$ cat config.mk
export PLATFORM = sky130hd
export DESIGN_NAME = lncp_queue
export DESIGN_NICKNAME = d
export VERILOG_FILES = /design/src/rtl/core/lncp_pkg.sv /design/src/rtl/core/lncp_queue.sv
export SDC_FILE = /design/constraint.sdc
export NUM_CORES = 1
export LEC_CHECK = 0
export ABC_AREA = 1
export BUFFER_PORTS_ARGS = -buffer_cell sky130_fd_sc_hd__buf_2
export CORE_MARGIN = 1
export CORE_UTILIZATION = 50
export DETAILED_ROUTE_END_ITERATION = 7
export HOLD_SLACK_MARGIN = 0.1
export PLACE_DENSITY_LB_ADDON = 0.15
export SETUP_SLACK_MARGIN = 0.2
export SYNTH_ARGS = -nofsm -noshare
export SYNTH_HDL_FRONTEND = slang
export SYNTH_SLANG_ARGS = --single-unit
export TNS_END_PERCENT = 10
$ cat constraint.sdc
create_clock -name i_clk -period 20.3 [get_ports i_clk]
set_clock_uncertainty 0.15 [all_clocks]
set_input_delay 4.06 -clock i_clk [delete_from_list [all_inputs] [get_ports i_clk]]
set_output_delay 4.06 -clock i_clk [all_outputs]
set_load 0.02 [all_outputs]
$ cat src/rtl/core/lncp_pkg.sv
package lncp_pkg;

    localparam int FRAC_BITS   = 16;
    localparam int SCREEN_BITS = 12;
    localparam int MAT_W       = 32;
    localparam int CFG_W       = 64;
    localparam int ORG_W       = 24;
    localparam int CLIP_W      = 41;
    localparam int DIFF_W      = CLIP_W + 1;
    localparam int QUOT_BITS   = 22;
    localparam int K_W         = SCREEN_BITS + 3;
    localparam int BASE_W      = SCREEN_BITS + 5;
    localparam int OUT_W       = 21;
    localparam int IDX_W       = 3;

    localparam logic signed [CLIP_W-1:0] W_MIN =
        CLIP_W'((((64'sd1) <<< FRAC_BITS) + 64'sd5) / 64'sd10);
    localparam logic signed [63:0] CLIP_MAX = ((64'sd1) <<< (CLIP_W - 1)) - 64'sd1;

    typedef enum logic [IDX_W-1:0] {
        REG_X_LO  = 3'd0,
        REG_X_HI  = 3'd1,
        REG_Y_LO  = 3'd2,
        REG_Y_HI  = 3'd3,
        REG_W_LO  = 3'd4,
        REG_W_HI  = 3'd5,
        REG_ORIG  = 3'd6,
        REG_VSIZE = 3'd7
    } t_cfg_idx;

    typedef logic [2:0][3:0][MAT_W-1:0] t_mat;

    typedef struct packed {
        logic signed [CLIP_W-1:0] x;
        logic signed [CLIP_W-1:0] y;
        logic signed [CLIP_W-1:0] w;
    } t_clip_pt;

    typedef struct packed {
        t_clip_pt a;
        t_clip_pt b;
    } t_mid;

    typedef struct packed {
        logic [K_W-1:0]    k;
        logic [BASE_W-1:0] base;
    } t_view;

    typedef struct packed {
        logic             vis;
        logic [OUT_W-1:0] sx;
        logic [OUT_W-1:0] sy;
        logic [OUT_W-1:0] ex;
        logic [OUT_W-1:0] ey;
    } t_res;

endpackage

$ cat src/rtl/core/lncp_queue.sv
module lncp_queue (
    input  logic           i_clk,
    input  logic           i_rst_n,
    input  logic           i_push,
    output logic           o_full,
    input  lncp_pkg::t_mid i_data,
    input  logic           i_pop,
    output logic           o_empty,
    output lncp_pkg::t_mid o_data
);

    lncp_pkg::t_mid r_mem [2];
    logic           r_wp;
    logic           r_rp;
    logic [1:0]     r_cnt;
    logic           do_push;
    logic           do_pop;

    assign o_full  = (r_cnt == 2'd2);
    assign o_empty = (r_cnt == 2'd0);
    assign do_push = i_push && !o_full;
    assign do_pop  = i_pop && !o_empty;
    assign o_data  = r_mem[r_rp];

    always_ff @(posedge i_clk) begin
        if (!i_rst_n) begin
            r_wp  <= 1'b0;
            r_rp  <= 1'b0;
            r_cnt <= 2'd0;
        end else begin
            if (do_push) begin
                r_wp <= !r_wp;
            end
            if (do_pop) begin
                r_rp <= !r_rp;
            end
            r_cnt <= r_cnt + 2'(do_push) - 2'(do_pop);
        end
    end

    always_ff @(posedge i_clk) begin
        if (do_push) begin
            r_mem[r_wp] <= i_data;
        end
    end

endmodule

==> metrics.md <==
| Metric | Value |
|---|---|
| Status | `complete, but fails checks` |
| Violated checks | `DRC` |
| Fin nets | `1583` |
| CTS tree | `done` |
| RePlAce Congestion | `0.8393` |
| Drc violations | `116` |
| Maxcap violations | `0` |
| Type of the most critical hold path | `reg -> reg` |
| Drt wl/cell | `21.27 µm` |
| Die Area | `37060 µm²` |
| Largest net degree at the start of global routing | `177` |
| Detailed Place HPWL | `26470 µm` |
| Area grow syn2layout | `23.93%` |
| Clk Tree Root Cell | `clkbuf_16` |
| Netlist cell types | `11` |
| Die width | `192.5 µm` |
| Peak VDD IR | `93.27 µV` |
| WL final | `39230 µm` |
| Tot Pwr | `2943 µW` |
| EDFF count, synth | `492` |
| Total track usage | `20.15%` |
| Kind of critical path | `reg -> out` |
| P_leak | `0.008367 µW` |
| Sequential share of the synthesized area | `81.97%` |
| H-tree depth reported by CTS | `2` |
| CTS max path bufs | `3` |
| CP startpoint kind | `register` |
| Synth warn | `0` |
| Starting Density | `50.89%` |
| Design area | `22490 µm²` |
| Sum Neg Setup Slack | `0 ns` |
| First-pass GRT wire length | `54050 µm` |
| Cts bufs inserted | `49` |
| Final Cycle Share | `37.83%` |
| Slew Limit Headroom | `23.95%` |
| Fin crit period | `7.679 ns` |
| Synth Instances | `803` |
| Ranking of synthesized cells by area | `edfxtp_1, mux2_2, clkbuf_8` |
| Final max-slew violation count | `0` |
| Share of the synthesized area in the top cell type | `81.42%` |
| Post-synth ARST share | `0%` |
| Post-synthesis net count | `1055` |
| Worst slack, placed | `13.15 ns` |
| Mapped cell area | `18150 µm²` |
| Most numerous cell on the critical path | `buf_4` |
| Power Density | `130.9 nW/µm²` |
| RSZ-0062 raised after global routing | `false` |
| Worst-Margin Slew | `1.141 ns` |
| Clk sink count | `497` |
| Crit-path cells | `buf_4 -> buf_4 -> mux2_2 -> buf_2` |
| Grt ovf | `0` |
| Top cell type by total area after synthesis | `edfxtp_1` |
| Max Fanout on Critical Path | `76` |
| Average size of a mapped cell | `22.60 µm²` |
| I/O Buffers | `497` |
| Initial DRC Count | `489` |
| Via count | `9269` |
| Setup bufs post-CTS | `0` |
| Post-cts sizing count | `0` |
| Clk_lat worst skew | `0.56 ns` |
| Final setup violation count | `0` |
| Crit-path max cell delay | `0.85 ns` |
| I/O pin count | `498` |
| CTS clk-pin slew, worst paths | `0.06 ns` |
| Vias per cell | `5.027` |
| Initial antenna violation count | `22` |
| Detail Route Antenna Nets | `0` |
| Fill cells | `2607` |
| Top post-synthesis cells by count | `edfxtp_1, mux2_2, clkbuf_8` |
| Area after DPL | `20940 µm²` |
| Fmax | `130.2 MHz` |
| Top_reg_cell synth | `edfxtp_1` |
| Post-route setup slack | `12.62 ns` |
| Layout cells sized above 1 | `59.44%` |
| Router iterations before antenna repair | `6` |
| Die Height | `192.5 µm` |
| WP data arrival | `3.47 ns` |
| FF+latch count, synth | `497` |
| Vias in the first global route | `9345` |
| CTS Hold Bufs | `0` |
| Count leader, synth | `edfxtp_1` |
| Required @ worst endpoint | `16.09 ns` |
| Final hold vios | `0` |
| Num rows | `69` |
| Slowest CP cell | `buf_4` |
| CP Capture Type | `output pin` |
| Core area | `35660 µm²` |
-- report_power, final --
part | internal, µW | switching [µW]
logic | 276 | 459
registers | 1310 | 43.2
clock network | 506 | 354
-- sequential cells by signal, indices dropped and copies added (netlist names), named ones only --
signal  count
r_mem     492
r_wp        1
r_cnt       2
r_rp        1
-- kinds of logic (layout without fill, tap and decap cells) --
| family | count (synthesis) | after routing | synth area share [%] |
|---|---|---|---|
| and+or+nand+nor | 20 | 20 | 0.4344 |
| muxes | 246 | 246 | 15.27 |
| buffers and inverters | 36 | 599 | 2.137 |
| DFF | 497 | 497 | 81.97 |
| adders and majority gates | 2 | 2 | 0.1379 |
| AOI/OAI and AO/OA | 2 | 2 | 0.05516 |
| other | 0 | 17 | 0 |
-- layout make-up --
type / instances / area [µm²] / share of cell area, %
timing repair buffer: 504 / 2552 / 11.35
antenna: 17 / 42.54 / 0.1892
inverter: 9 / 41.29 / 0.1836
tap: 461 / 576.8 / 2.565
multi-input combinational: 270 / 2892 / 12.86
sequential: 497 / 14880 / 66.16
clock buffer: 65 / 1286 / 5.720
clock inverter: 21 / 219.0 / 0.9737
-- through the flow --
stage	std cells	hold WS, ns	util, %
final	1844	0.3552	63.07
after global routing	1838	0.4004	63.03
after CTS	1827	0.3571	62.95
after detailed placement	1741	0.3411	58.73
after global placement	1741	0.3348	58.73
after floorplan	803	0.3175	-
-- layout by cell type (no fill, tap or decap) --
master / n
edfxtp_1: 492
inv_8: 1
a21oi_1: 2
bufinv_16: 5
diode_2: 17
clkinvlp_4: 1
buf_4: 6
inv_1: 8
buf_12: 1
dfxtp_1: 4
ha_1: 2
nor2_4: 1
nand3_1: 3
mux2_2: 246
clkbuf_16: 49
nand2_1: 9
clkbuf_1: 16
nor2_1: 7
clkinv_2: 4
clkinv_1: 11
buf_2: 497
dfxtp_4: 1
-- worst max-delay path, delay by kind of cell, from the launching register on --
family	cells	cell delay, ns
buf+inv	3	1.69
flops	1	0.66
mux	1	0.42
-- routing by layer --
metal	GRT usage, %	part of all wire (%)
met1	21.44	34
met2	34.16	51
met3	7.947	11
met4	11.14	3.8
met5	0	0.18
-- path summary, 6_finish.rpt --
check,from,to,slack (ns),depth (start not counted)
hold reg to reg,r_rp,register,0.36,2
hold / removal,r_rp,register,0.36,2
setup reg to reg,r_cnt[0],r_mem[1][70],17.30,5
setup / recovery,register,o_data[139],12.62,4
Note: power is estimated with default switching activity, not from simulation.
